[config.mk]
export PLATFORM = sky130hd
export DESIGN_NAME = histogram_best_split_finder_core_flat
export DESIGN_NICKNAME = d
export VERILOG_FILES = /design/src/rtl/core/hbsf_pkg.sv /design/src/rtl/core/hbsf_bin_if.sv /design/src/rtl/core/hbsf_split_if.sv /design/src/rtl/core/histogram_best_split_finder_core.sv /design/src/flat_wrapper.sv
export SDC_FILE = /design/constraint.sdc
export NUM_CORES = 2
export LEC_CHECK = 0
export BUFFER_PORTS_ARGS = -buffer_cell sky130_fd_sc_hd__buf_2
export CAP_MARGIN = 15
export CORE_AREA = 5 5 395 397
export DETAILED_ROUTE_END_ITERATION = 12
export DIE_AREA = 0 0 400 402
export PLACE_DENSITY_LB_ADDON = 0.12
export SETUP_SLACK_MARGIN = 0.5
export SYNTH_ARGS = -nofsm -noshare
export SYNTH_HDL_FRONTEND = slang
export SYNTH_SLANG_ARGS = --single-unit
[constraint.sdc]
create_clock -name i_clk -period 15.3 [get_ports i_clk]
set_input_delay 3.06 -clock i_clk [delete_from_list [all_inputs] [get_ports i_clk]]
set_output_delay 3.06 -clock i_clk [all_outputs]
set_load 0.03 [all_outputs]
[src/rtl/core/hbsf_pkg.sv]
// package for the histogram best split finder
// widths of the data fields, fixed point constants, sequencer states
// no dependencies
package hbsf_pkg;

    localparam int SUM_W      = 40;   // bin target sum
    localparam int TSUM_W     = 48;   // histogram target sum and running left sum
    localparam int LEAF_W     = 24;   // min_leaf_count register
    localparam int INDEX_W    = 17;   // signed best index
    localparam int GAIN_W     = 63;   // saturated gain
    localparam int FRAC_BITS  = 16;

    // magnitude of a 49-bit signed sum, split in two halves for the multiplier
    localparam int MAG_W      = TSUM_W + 1;
    localparam int MUL_LO_W   = 24;
    localparam int MUL_HI_W   = MAG_W - MUL_LO_W;
    localparam int PP_W       = 2 * MUL_HI_W;

    // square of the magnitude, whose even width suits two bits a cycle
    localparam int SQ_W       = 98;
    localparam int ACC_W      = SQ_W + 2;
    localparam int DIV_STEPS  = SQ_W / 2;
    localparam int DCNT_W     = $clog2(DIV_STEPS);

    // configuration port
    localparam int APB_DATA_W = 32;
    localparam int APB_ADDR_W = 3;
    localparam logic REG_MIN_LEAF = 1'b0;
    localparam logic [LEAF_W-1:0] LEAF_RESET = 24'd256;

    typedef enum logic [2:0] {
        ST_IDLE,
        ST_CHECK,
        ST_SETUP,
        ST_MUL,
        ST_DIV,
        ST_ACC,
        ST_SCORE
    } t_state;

    typedef enum logic [1:0] {
        TERM_LEFT,
        TERM_RIGHT,
        TERM_TOTAL
    } t_term;

    typedef enum logic [1:0] {
        MSTEP_LO_LO,
        MSTEP_LO_HI,
        MSTEP_HI_HI,
        MSTEP_LAST
    } t_mstep;

endpackage

[src/rtl/core/hbsf_bin_if.sv]
// bin channel: valid/ready handshake plus one histogram bin word
// depends on hbsf_pkg
interface hbsf_bin_if
    import hbsf_pkg::*;
#(
    parameter int COUNT_BITS = 24
) ();
    logic                     valid;
    logic                     ready;
    logic [COUNT_BITS-1:0]    bin_count;
    logic signed [SUM_W-1:0]  bin_sum;
    logic signed [TSUM_W-1:0] total_sum;
    logic [COUNT_BITS-1:0]    total_count;
    logic                     last_bin;

    modport source (
        output valid, bin_count, bin_sum, total_sum, total_count, last_bin,
        input  ready
    );
    modport sink (
        input  valid, bin_count, bin_sum, total_sum, total_count, last_bin,
        output ready
    );
endinterface

[src/rtl/core/hbsf_split_if.sv]
// split result channel: valid/ready handshake plus best index and gain
// depends on hbsf_pkg
interface hbsf_split_if
    import hbsf_pkg::*;
();
    logic                      valid;
    logic                      ready;
    logic signed [INDEX_W-1:0] best_index;
    logic [GAIN_W-1:0]         best_gain;

    modport source (output valid, best_index, best_gain, input ready);
    modport sink   (input valid, best_index, best_gain, output ready);
endinterface

[src/rtl/core/histogram_best_split_finder_core.sv]
// histogram best split finder, top level
// depends on hbsf_pkg, hbsf_bin_if, hbsf_split_if
//
// usage: bins of one feature histogram enter on i_bin in order, the last one
// marked by last_bin. each other bin updates the running left count and left sum and,
// when both sides meet min_leaf_count, scores gain sL^2/cL + sR^2/cR - T^2/N.
// the last bin loads best_index/best_gain into the output register o_split
// (in the cycle after that bin is taken) and clears the scan; other bins give no
// word. min_leaf_count is written over the apb port at address 0.
// work per bin: a bin that is not scored passes accept and may pass check; a
// scored bin passes accept, check and score, and each of the three
// square-over-count terms passes setup, the shared 25x25 multiplier, the
// shared radix-4 restoring divider and the gain accumulator.
// i_bin.ready is low while a bin is in work. a finished word waits in the
// output register; while it waits and o_split.ready is low no bin is taken,
// so a stalled receiver stalls the input once one word is pending.
// reset: min_leaf_count returns to 256, the scan clears, no word is pending.
module histogram_best_split_finder_core
    import hbsf_pkg::*;
#(
    parameter int MAX_BINS   = 65536,
    parameter int COUNT_BITS = 24
) (
    input  logic                   i_clk,
    input  logic                   i_rst_n,
    hbsf_bin_if.sink               i_bin,
    hbsf_split_if.source           o_split,
    input  logic                   psel,
    input  logic                   penable,
    input  logic                   pwrite,
    input  logic [APB_ADDR_W-1:0]  paddr,
    input  logic [APB_DATA_W-1:0]  pwdata,
    output logic [APB_DATA_W-1:0]  prdata,
    output logic                   pready
);

    localparam int PB   = (MAX_BINS > 2) ? $clog2(MAX_BINS) : 1;
    localparam int CB   = COUNT_BITS;
    localparam int LW   = (CB > LEAF_W) ? CB : LEAF_W;
    localparam logic [PB-1:0] POS_MAX = PB'(MAX_BINS - 1);

    // control state
    t_state              r_state, n_state;
    logic [LEAF_W-1:0]   r_min_leaf, n_min_leaf;
    logic [PB-1:0]       r_bin_pos, n_bin_pos;
    logic [CB-1:0]       r_left_count, n_left_count;
    logic [TSUM_W-1:0]   r_left_sum, n_left_sum;
    logic [GAIN_W-1:0]   r_top_gain, n_top_gain;
    logic [PB-1:0]       r_top_pos, n_top_pos;
    logic                r_top_valid, n_top_valid;
    logic                r_stopped, n_stopped;
    logic                r_out_valid, n_out_valid;
    t_term               r_term, n_term;
    t_mstep              r_step, n_step;
    logic [DCNT_W-1:0]   r_dcnt, n_dcnt;

    // datapath
    logic [TSUM_W-1:0]   r_tsum, n_tsum;
    logic [CB-1:0]       r_tcnt, n_tcnt;
    logic [PB-1:0]       r_cur_pos, n_cur_pos;
    logic [CB-1:0]       r_rcnt, n_rcnt;
    logic [MAG_W-1:0]    r_rsum, n_rsum;
    logic [MAG_W-1:0]    r_mag, n_mag;
    logic [CB-1:0]       r_div, n_div;
    logic [PP_W-1:0]     r_pp, n_pp;
    logic [SQ_W-1:0]     r_prod, n_prod;
    logic [CB-1:0]       r_rem, n_rem;
    logic [ACC_W-1:0]    r_acc, n_acc;
    logic [INDEX_W-1:0]  r_out_index, n_out_index;
    logic [GAIN_W-1:0]   r_out_gain, n_out_gain;

    // combinational helpers
    logic                in_take;
    logic                cfg_write;
    logic [CB:0]         left_count_sum;
    logic [LEAF_W-1:0]   lim;
    logic                left_ok;
    logic                right_short;
    logic [CB-1:0]       rdiff;
    logic [MAG_W-1:0]    sel_s;
    logic [CB-1:0]       sel_c;
    logic [MAG_W-1:0]    sel_neg;
    logic [MUL_HI_W-1:0] mul_a, mul_b;
    logic [PP_W-1:0]     pp;
    logic [SQ_W-1:0]     pp_ext;
    logic [CB:0]         t1, t2, sub1, sub2;
    logic                ge1, ge2;
    logic [CB-1:0]       rem1, rem2;
    logic                gain_pos;
    logic                gain_sat;
    logic [GAIN_W-1:0]   gain;

    assign in_take   = i_bin.valid && i_bin.ready;
    assign cfg_write = psel && penable && pwrite && pready;

    assign i_bin.ready = (r_state == ST_IDLE) && (!r_out_valid || o_split.ready);

    assign o_split.valid      = r_out_valid;
    assign o_split.best_index = r_out_index;
    assign o_split.best_gain  = r_out_gain;

    assign pready = 1'b1;
    assign prdata = (paddr[APB_ADDR_W-1] == REG_MIN_LEAF)
                  ? APB_DATA_W'(r_min_leaf) : '0;

    // running left count, saturating
    assign left_count_sum = {1'b0, r_left_count} + {1'b0, i_bin.bin_count};

    // leaf limit checks, a limit of zero behaves as one
    assign lim         = (r_min_leaf == '0) ? LEAF_W'(1) : r_min_leaf;
    assign left_ok     = LW'(r_left_count) >= LW'(lim);
    assign rdiff       = r_tcnt - r_left_count;
    assign right_short = (r_left_count > r_tcnt) || (LW'(rdiff) < LW'(lim));

    // operand of the current term
    always_comb begin
        unique case (r_term)
            TERM_LEFT: begin
                sel_s = {r_left_sum[TSUM_W-1], r_left_sum};
                sel_c = r_left_count;
            end
            TERM_RIGHT: begin
                sel_s = r_rsum;
                sel_c = r_rcnt;
            end
            TERM_TOTAL: begin
                sel_s = {r_tsum[TSUM_W-1], r_tsum};
                sel_c = r_tcnt;
            end
            default: begin
                sel_s = '0;
                sel_c = r_tcnt;
            end
        endcase
    end
    assign sel_neg = ~sel_s + MAG_W'(1);

    // shared multiplier: mag = hi*2^24 + lo, square built from three products
    assign mul_a  = (r_step == MSTEP_HI_HI) ? r_mag[MAG_W-1:MUL_LO_W]
                                            : {1'b0, r_mag[MUL_LO_W-1:0]};
    assign mul_b  = (r_step == MSTEP_LO_LO) ? {1'b0, r_mag[MUL_LO_W-1:0]}
                                            : r_mag[MAG_W-1:MUL_LO_W];
    assign pp     = mul_a * mul_b;
    assign pp_ext = SQ_W'(r_pp);

    // divider, two restoring steps a cycle
    assign t1   = {r_rem, r_prod[SQ_W-1]};
    assign sub1 = t1 - {1'b0, r_div};
    assign ge1  = t1 >= {1'b0, r_div};
    assign rem1 = ge1 ? sub1[CB-1:0] : t1[CB-1:0];
    assign t2   = {rem1, r_prod[SQ_W-2]};
    assign sub2 = t2 - {1'b0, r_div};
    assign ge2  = t2 >= {1'b0, r_div};
    assign rem2 = ge2 ? sub2[CB-1:0] : t2[CB-1:0];

    // gain from the accumulated terms
    assign gain_pos = !r_acc[ACC_W-1] && (r_acc != '0);
    assign gain_sat = |r_acc[ACC_W-1:FRAC_BITS+GAIN_W];
    assign gain     = gain_sat ? '1 : r_acc[FRAC_BITS+GAIN_W-1:FRAC_BITS];

    always_comb begin
        n_state      = r_state;
        n_min_leaf   = r_min_leaf;
        n_bin_pos    = r_bin_pos;
        n_left_count = r_left_count;
        n_left_sum   = r_left_sum;
        n_top_gain   = r_top_gain;
        n_top_pos    = r_top_pos;
        n_top_valid  = r_top_valid;
        n_stopped    = r_stopped;
        n_out_valid  = r_out_valid;
        n_term       = r_term;
        n_step       = r_step;
        n_dcnt       = r_dcnt;
        n_tsum       = r_tsum;
        n_tcnt       = r_tcnt;
        n_cur_pos    = r_cur_pos;
        n_rcnt       = r_rcnt;
        n_rsum       = r_rsum;
        n_mag        = r_mag;
        n_div        = r_div;
        n_pp         = r_pp;
        n_prod       = r_prod;
        n_rem        = r_rem;
        n_acc        = r_acc;
        n_out_index  = r_out_index;
        n_out_gain   = r_out_gain;

        if (cfg_write && (paddr[APB_ADDR_W-1] == REG_MIN_LEAF)) begin
            n_min_leaf = pwdata[LEAF_W-1:0];
        end

        if (r_out_valid && o_split.ready) begin
            n_out_valid = 1'b0;
        end

        unique case (r_state)
            ST_IDLE: begin
                if (in_take) begin
                    if (i_bin.last_bin) begin
                        n_out_valid  = 1'b1;
                        n_out_index  = r_top_valid ? INDEX_W'(r_top_pos) : '1;
                        n_out_gain   = r_top_gain;
                        n_bin_pos    = '0;
                        n_left_count = '0;
                        n_left_sum   = '0;
                        n_top_gain   = '0;
                        n_top_pos    = '0;
                        n_top_valid  = 1'b0;
                        n_stopped    = 1'b0;
                    end else begin
                        n_left_count = left_count_sum[CB] ? '1 : left_count_sum[CB-1:0];
                        n_left_sum   = r_left_sum
                                     + {{(TSUM_W-SUM_W){i_bin.bin_sum[SUM_W-1]}},
                                        i_bin.bin_sum};
                        n_tsum       = i_bin.total_sum;
                        n_tcnt       = i_bin.total_count;
                        n_cur_pos    = r_bin_pos;
                        if (r_bin_pos != POS_MAX) begin
                            n_bin_pos = r_bin_pos + PB'(1);
                        end
                        if (!r_stopped && (r_bin_pos != POS_MAX)) begin
                            n_state = ST_CHECK;
                        end
                    end
                end
            end
            ST_CHECK: begin
                if (!left_ok) begin
                    n_state = ST_IDLE;
                end else if (right_short) begin
                    n_stopped = 1'b1;
                    n_state   = ST_IDLE;
                end else begin
                    n_rcnt  = rdiff;
                    n_rsum  = {r_tsum[TSUM_W-1], r_tsum}
                            - {r_left_sum[TSUM_W-1], r_left_sum};
                    n_term  = TERM_LEFT;
                    n_acc   = '0;
                    n_state = ST_SETUP;
                end
            end
            ST_SETUP: begin
                n_mag   = sel_s[MAG_W-1] ? sel_neg : sel_s;
                n_div   = sel_c;
                n_prod  = '0;
                n_step  = MSTEP_LO_LO;
                n_state = ST_MUL;
            end
            ST_MUL: begin
                n_pp = pp;
                unique case (r_step)
                    MSTEP_LO_LO: begin
                        n_step = MSTEP_LO_HI;
                    end
                    MSTEP_LO_HI: begin
                        n_prod = r_prod + pp_ext;
                        n_step = MSTEP_HI_HI;
                    end
                    MSTEP_HI_HI: begin
                        // cross product counts twice: shift by 24 + 1
                        n_prod = r_prod + (pp_ext << (MUL_LO_W + 1));
                        n_step = MSTEP_LAST;
                    end
                    MSTEP_LAST: begin
                        n_prod  = r_prod + (pp_ext << (2 * MUL_LO_W));
                        n_rem   = '0;
                        n_dcnt  = '0;
                        n_state = ST_DIV;
                    end
                    default: begin
                        n_step = MSTEP_LO_LO;
                    end
                endcase
            end
            ST_DIV: begin
                // quotient bits shift in at the bottom as dividend bits leave the top
                n_prod = {r_prod[SQ_W-3:0], ge1, ge2};
                n_rem  = rem2;
                n_dcnt = r_dcnt + DCNT_W'(1);
                if (r_dcnt == DCNT_W'(DIV_STEPS - 1)) begin
                    n_state = ST_ACC;
                end
            end
            ST_ACC: begin
                unique case (r_term)
                    TERM_LEFT: begin
                        n_acc   = r_acc + ACC_W'(r_prod);
                        n_term  = TERM_RIGHT;
                        n_state = ST_SETUP;
                    end
                    TERM_RIGHT: begin
                        n_acc   = r_acc + ACC_W'(r_prod);
                        n_term  = TERM_TOTAL;
                        n_state = ST_SETUP;
                    end
                    TERM_TOTAL: begin
                        n_acc   = r_acc - ACC_W'(r_prod);
                        n_state = ST_SCORE;
                    end
                    default: begin
                        n_state = ST_IDLE;
                    end
                endcase
            end
            ST_SCORE: begin
                // first strictly greatest gain wins
                if (gain_pos && (gain > r_top_gain)) begin
                    n_top_gain  = gain;
                    n_top_pos   = r_cur_pos;
                    n_top_valid = 1'b1;
                end
                n_state = ST_IDLE;
            end
            default: begin
                n_state = ST_IDLE;
            end
        endcase
    end

    always_ff @(posedge i_clk) begin
        if (!i_rst_n) begin
            r_state      <= ST_IDLE;
            r_min_leaf   <= LEAF_RESET;
            r_bin_pos    <= '0;
            r_left_count <= '0;
            r_left_sum   <= '0;
            r_top_gain   <= '0;
            r_top_pos    <= '0;
            r_top_valid  <= 1'b0;
            r_stopped    <= 1'b0;
            r_out_valid  <= 1'b0;
            r_term       <= TERM_LEFT;
            r_step       <= MSTEP_LO_LO;
            r_dcnt       <= '0;
        end else begin
            r_state      <= n_state;
            r_min_leaf   <= n_min_leaf;
            r_bin_pos    <= n_bin_pos;
            r_left_count <= n_left_count;
            r_left_sum   <= n_left_sum;
            r_top_gain   <= n_top_gain;
            r_top_pos    <= n_top_pos;
            r_top_valid  <= n_top_valid;
            r_stopped    <= n_stopped;
            r_out_valid  <= n_out_valid;
            r_term       <= n_term;
            r_step       <= n_step;
            r_dcnt       <= n_dcnt;
        end
    end

    always_ff @(posedge i_clk) begin
        r_tsum      <= n_tsum;
        r_tcnt      <= n_tcnt;
        r_cur_pos   <= n_cur_pos;
        r_rcnt      <= n_rcnt;
        r_rsum      <= n_rsum;
        r_mag       <= n_mag;
        r_div       <= n_div;
        r_pp        <= n_pp;
        r_prod      <= n_prod;
        r_rem       <= n_rem;
        r_acc       <= n_acc;
        r_out_index <= n_out_index;
        r_out_gain  <= n_out_gain;
    end

endmodule
[src/flat_wrapper.sv]
// flat-port wrapper written by rule: the top's interface ports become plain ports
module histogram_best_split_finder_core_flat import hbsf_pkg::*;
#(
    parameter int MAX_BINS   = 65536,
    parameter int COUNT_BITS = 24
)
  (i_clk, i_rst_n, psel, penable, pwrite, paddr, pwdata, prdata, pready, i_bin_valid, i_bin_bin_count, i_bin_bin_sum, i_bin_total_sum, i_bin_total_count, i_bin_last_bin, i_bin_ready, o_split_valid, o_split_best_index, o_split_best_gain, o_split_ready);
  hbsf_bin_if #(.COUNT_BITS(COUNT_BITS)) i_bin_i ();
  hbsf_split_if o_split_i ();
  input  logic i_clk;
  input  logic i_rst_n;
  input  logic psel;
  input  logic penable;
  input  logic pwrite;
  input  logic [APB_ADDR_W-1:0] paddr;
  input  logic [APB_DATA_W-1:0] pwdata;
  output logic [APB_DATA_W-1:0] prdata;
  output logic pready;
  input wire logic [$bits(i_bin_i.valid)-1:0] i_bin_valid;
  input wire logic [$bits(i_bin_i.bin_count)-1:0] i_bin_bin_count;
  input wire logic [$bits(i_bin_i.bin_sum)-1:0] i_bin_bin_sum;
  input wire logic [$bits(i_bin_i.total_sum)-1:0] i_bin_total_sum;
  input wire logic [$bits(i_bin_i.total_count)-1:0] i_bin_total_count;
  input wire logic [$bits(i_bin_i.last_bin)-1:0] i_bin_last_bin;
  output wire logic [$bits(i_bin_i.ready)-1:0] i_bin_ready;
  output wire logic [$bits(o_split_i.valid)-1:0] o_split_valid;
  output wire logic [$bits(o_split_i.best_index)-1:0] o_split_best_index;
  output wire logic [$bits(o_split_i.best_gain)-1:0] o_split_best_gain;
  input wire logic [$bits(o_split_i.ready)-1:0] o_split_ready;
  assign i_bin_i.valid = i_bin_valid;
  assign i_bin_i.bin_count = i_bin_bin_count;
  assign i_bin_i.bin_sum = i_bin_bin_sum;
  assign i_bin_i.total_sum = i_bin_total_sum;
  assign i_bin_i.total_count = i_bin_total_count;
  assign i_bin_i.last_bin = i_bin_last_bin;
  assign i_bin_ready = i_bin_i.ready;
  assign o_split_valid = o_split_i.valid;
  assign o_split_best_index = o_split_i.best_index;
  assign o_split_best_gain = o_split_i.best_gain;
  assign o_split_i.ready = o_split_ready;
  histogram_best_split_finder_core #(.MAX_BINS(MAX_BINS), .COUNT_BITS(COUNT_BITS)) u_core (.i_clk(i_clk), .i_rst_n(i_rst_n), .i_bin(i_bin_i), .o_split(o_split_i), .psel(psel), .penable(penable), .pwrite(pwrite), .paddr(paddr), .pwdata(pwdata), .prdata(prdata), .pready(pready));
endmodule
==> results.py <==
metrics = {
    "global_routing": {
        "first_global_vias": 70194,
        "antenna_found_initial": 30,
        "gr-total-overflow": 0,
        "grt_max_degree": 90,
        "grt_first_pass_wirelength_mm": 408,
        "grt_usage": 0.325,
    },
    "detailed_routing": {
        "remaining_drc_errors": 0,
        "routed_wl_mm": 267,
        "drt-wirelength-per-cell_um": 22.9,
        "drtIter0Drc": 6042,
        "drt-pass1-iter-count": 7,
        "via_per_inst": 6.12,
        "num_vias": 71325,
        "ant_nets": 0,
    },
    "floorplan": {
        "coreArea_um2": 152000,
        "initial_core_util": 0.548,
        "rows": 143,
        "die_h_um": 402,
        "die-area_um2": 161000,
        "die_w_um": 400,
        "io_pins": 294,
    },
    "logic_synthesis": {
        "synthTopCellsByArea": "edfxtp_1 (21%), fa_1 (13%), ha_1 (11%)",
        "synth_top_family_by_area": "adder cells",
        "ys_async_sr_fraction": 0,
        "yosysTopAreaCellShare": 0.212,
        "synth_common_cells": "inv_1 (944), nand2_1 (904), nor2_1 (824)",
        "synth-adder-area-share": 0.241,
        "synth.most_common_cell": "inv_1",
        "synthCells": 9472,
        "synth_mux_area_frac": 0.0275,
        "synth-simple-area-share": 0.165,
        "ys_warn_count": 0,
        "synth_flop_cell": "edfxtp_1",
        "syn_area_um2": 83100,
        "synth_xor_area_frac": 0.0684,
        "synth_compound_area_frac": 0.173,
        "synth_edf_count": 586,
        "synth-seq-cells": 793,
        "synth_area_per_cell_um2": 8.77,
        "synth_seq_area_share": 0.262,
        "yosysUniqueCellTypes": 106,
        "synth_largest_area_cell": "edfxtp_1",
    },
    "cts": {
        "clkTransAtPathRegs_ns": 0.06,
        "cts_inserted_buffers": 94,
        "clock_path_buffers": 3,
        "cts_htree_levels": 3,
        "postCtsSetupRepairBufs": 0,
        "cts_root_buffer": "clkbuf_16",
        "holdBufCountCts": 0,
        "worstSkewPairLatency_ns": 0.73,
        "cts_resized": 0,
        "cts.sinks": 793,
        "cts_tree": "built",
    },
    "finish": {
        "layout-drive-gt1-share": 0.0740,
        "final-seq-area_um2": 21700,
        "fin_util": 0.591,
        "nets": 10991,
        "multi_input_area_um2": 56300,
        "fillCellCount": 13513,
        "syn2layout_area_growth_pct": 7.91,
    },
    "worst_setup_path": {
        "worstPathMaxFanout": 44,
        "r2r-start": "u_core.r_step[0]",
        "startpoint_type": "register",
        "cpMaxStageDelayCell": "mux2i_1",
        "path_class": "reg -> reg",
        "required_ns": 15.76,
        "reg2regPathDepth": 31,
        "r2r_setup_slack_ns": 5.31,
        "reg2reg_to": "u_core.r_pp[46]",
        "end_kind": "register",
        "max_stage_delay_ns": 0.98,
        "crit_arrival_ns": 10.45,
    },
    "placed_design": {
        "pre_cts_ws_ns": 5.40,
        "dp.final_hpwl_mm": 207,
        "io_buffers": 274,
        "place_congestion": 1.00,
    },
    "sta": {
        "worstMarginPinSlew_ns": 1.22,
        "relSlewSlack": 0.172,
        "period_needed_ns": 9.99,
        "period_share": 0.653,
        "rsz0062_at_grt": "false",
        "finClkSkew_ns": 0.0678,
        "hold_viol": 0,
        "tns_ns": 0,
        "worst_slack_ns": 5.31,
        "clock.fmax_mhz": 100,
        "setup_violations": 0,
        "drv_slew": 0,
    },
    "outcome": {
        "status": "finished clean",
    },
    "hold_path": {
        "hold_depth": 0,
        "hp-class": "reg -> reg",
        "whs_endpoint": "u_core.o_split.best_gain[46]",
        "min-delay-start": "u_core.r_top_gain[46]",
    },
    "power": {
        "p_leak_uw": 0.0379,
        "power.share.switching": 0.475,
        "p_sw_uw": 7130,
        "clock_power_share": 0.160,
        "seqPwrFrac": 0.195,
        "internal_power_uw": 7880,
        "p_per_area_nw_per_um2": 167,
        "vdd.ir_drop.worst_mv": 0.458,
        "combPwrFrac": 0.645,
    },
    "run": {
        "maxCapViolations": 0,
    },
}
cell usage in the layout, fill, tap and decap left out, types with 76 or more instances in the layout:
cell       instances
fa_1             536
nand2_1          899
a21o_1           320
o21a_1            76
nor2_1           816
and3_1           105
dfxtp_1          205
nand2b_1         154
a21boi_0          78
buf_4            109
xnor2_1          382
buf_2            273
nand3_1          239
ha_1             741
edfxtp_1         586
a21oi_1          616
clkbuf_16         96
nand4_1          123
inv_1            941
xor2_1           267
mux2i_1          161
nor2b_1          115
o21ai_0          483
nor3_1           116
metal layers:
metal,share of wire,wire length [um],GRT usage
met1,0.40,107000,0.421
met2,0.46,123000,0.527
met3,0.077,20400,0.0551
met4,0.058,15600,0.159
met5,0.000090,24,0
flip-flops by register name, indices dropped and copies added (netlist names), 2 cells and up:
signal                     count
u_core.r_state                 3
u_core.r_rcnt                 24
u_core.r_acc                 100
u_core.r_mag                  49
u_core.o_split.best_index     17
u_core.r_min_leaf             24
u_core.r_div                  24
u_core.r_prod                 98
u_core.r_rsum                 49
u_core.r_left_count           24
u_core.r_term                  2
u_core.r_top_gain             63
u_core.r_top_pos              16
u_core.o_split.best_gain      63
u_core.r_step                  2
u_core.r_cur_pos              16
u_core.r_tsum                 48
u_core.r_pp                   50
u_core.r_left_sum             48
u_core.r_bin_pos              16
u_core.r_tcnt                 24
u_core.r_rem                  24
u_core.r_dcnt                  6
kinds of logic (layout without fill, tap and decap cells):
family	count (synthesis)	in the layout
XOR/XNOR	649	649
buffers and inverters	1371	1504
multiplexers	222	222
AO/OA/AOI/OAI	2242	2242
other	2	22
flip-flops	793	793
AND/OR/NAND/NOR	2914	2914
adder cells (fa/ha/maj)	1279	1279
cell type report:
cell class | instances | area share
diodes | 13 | 0.000363
clock buffers | 122 | 0.0290
clock inverters | 53 | 0.00755
inverters | 946 | 0.0396
multi-input cells | 7315 | 0.628
flip-flops and latches | 793 | 0.243
well taps | 2030 | 0.0283
repair buffers | 383 | 0.0244
critical path, delay by kind of cell, from the launching register on:
family | cells | cell delay [ns]
adder cells (fa/ha/maj) | 9 | 4.15
XOR/XNOR | 1 | 0.07
AND/OR/NAND/NOR | 3 | 0.45
AO/OA/AOI/OAI | 8 | 2.28
flip-flops | 1 | 0.34
multiplexers | 1 | 0.98
buffers and inverters | 9 | 1.43
stage by stage:
stage                     instances  hold WS [ns]  instance area [um^2]  total power [uW]
after floorplan                9479         0.422                 83100              9420
after global placement        11466         0.441                 86300             12200
after detailed placement      11466         0.441                 86300             12400
after CTS                     11641         0.454                 89600             14800
after global routing          11653         0.479                 89600             16200
final                         11655         0.458                 89600             15000
power groups by stage:
stage | Sequential [uW] | Clock (uW) | Combinational (uW)
final | 2920 | 2410 | 9680
after global routing | 2930 | 2540 | 10700
after CTS | 2920 | 2450 | 9480
after detailed placement | 2970 | 0 | 9400
after global placement | 2960 | 0 | 9240
after floorplan | 2920 | 0 | 6500
worst max-delay path by stage:
stage	start	to	cells after the start
after global routing	u_core.r_step[1]	u_core.r_pp[46]	31
after global placement	u_core.r_step[0]	u_core.r_pp[46]	31
after floorplan	u_core.r_tcnt[0]	u_core.r_acc[0]	21
after detailed placement	u_core.r_step[0]	u_core.r_pp[46]	31
after CTS	u_core.r_step[0]	u_core.r_pp[46]	31
final	u_core.r_step[0]	u_core.r_pp[46]	31
Note: power is estimated with default switching activity, not from simulation.
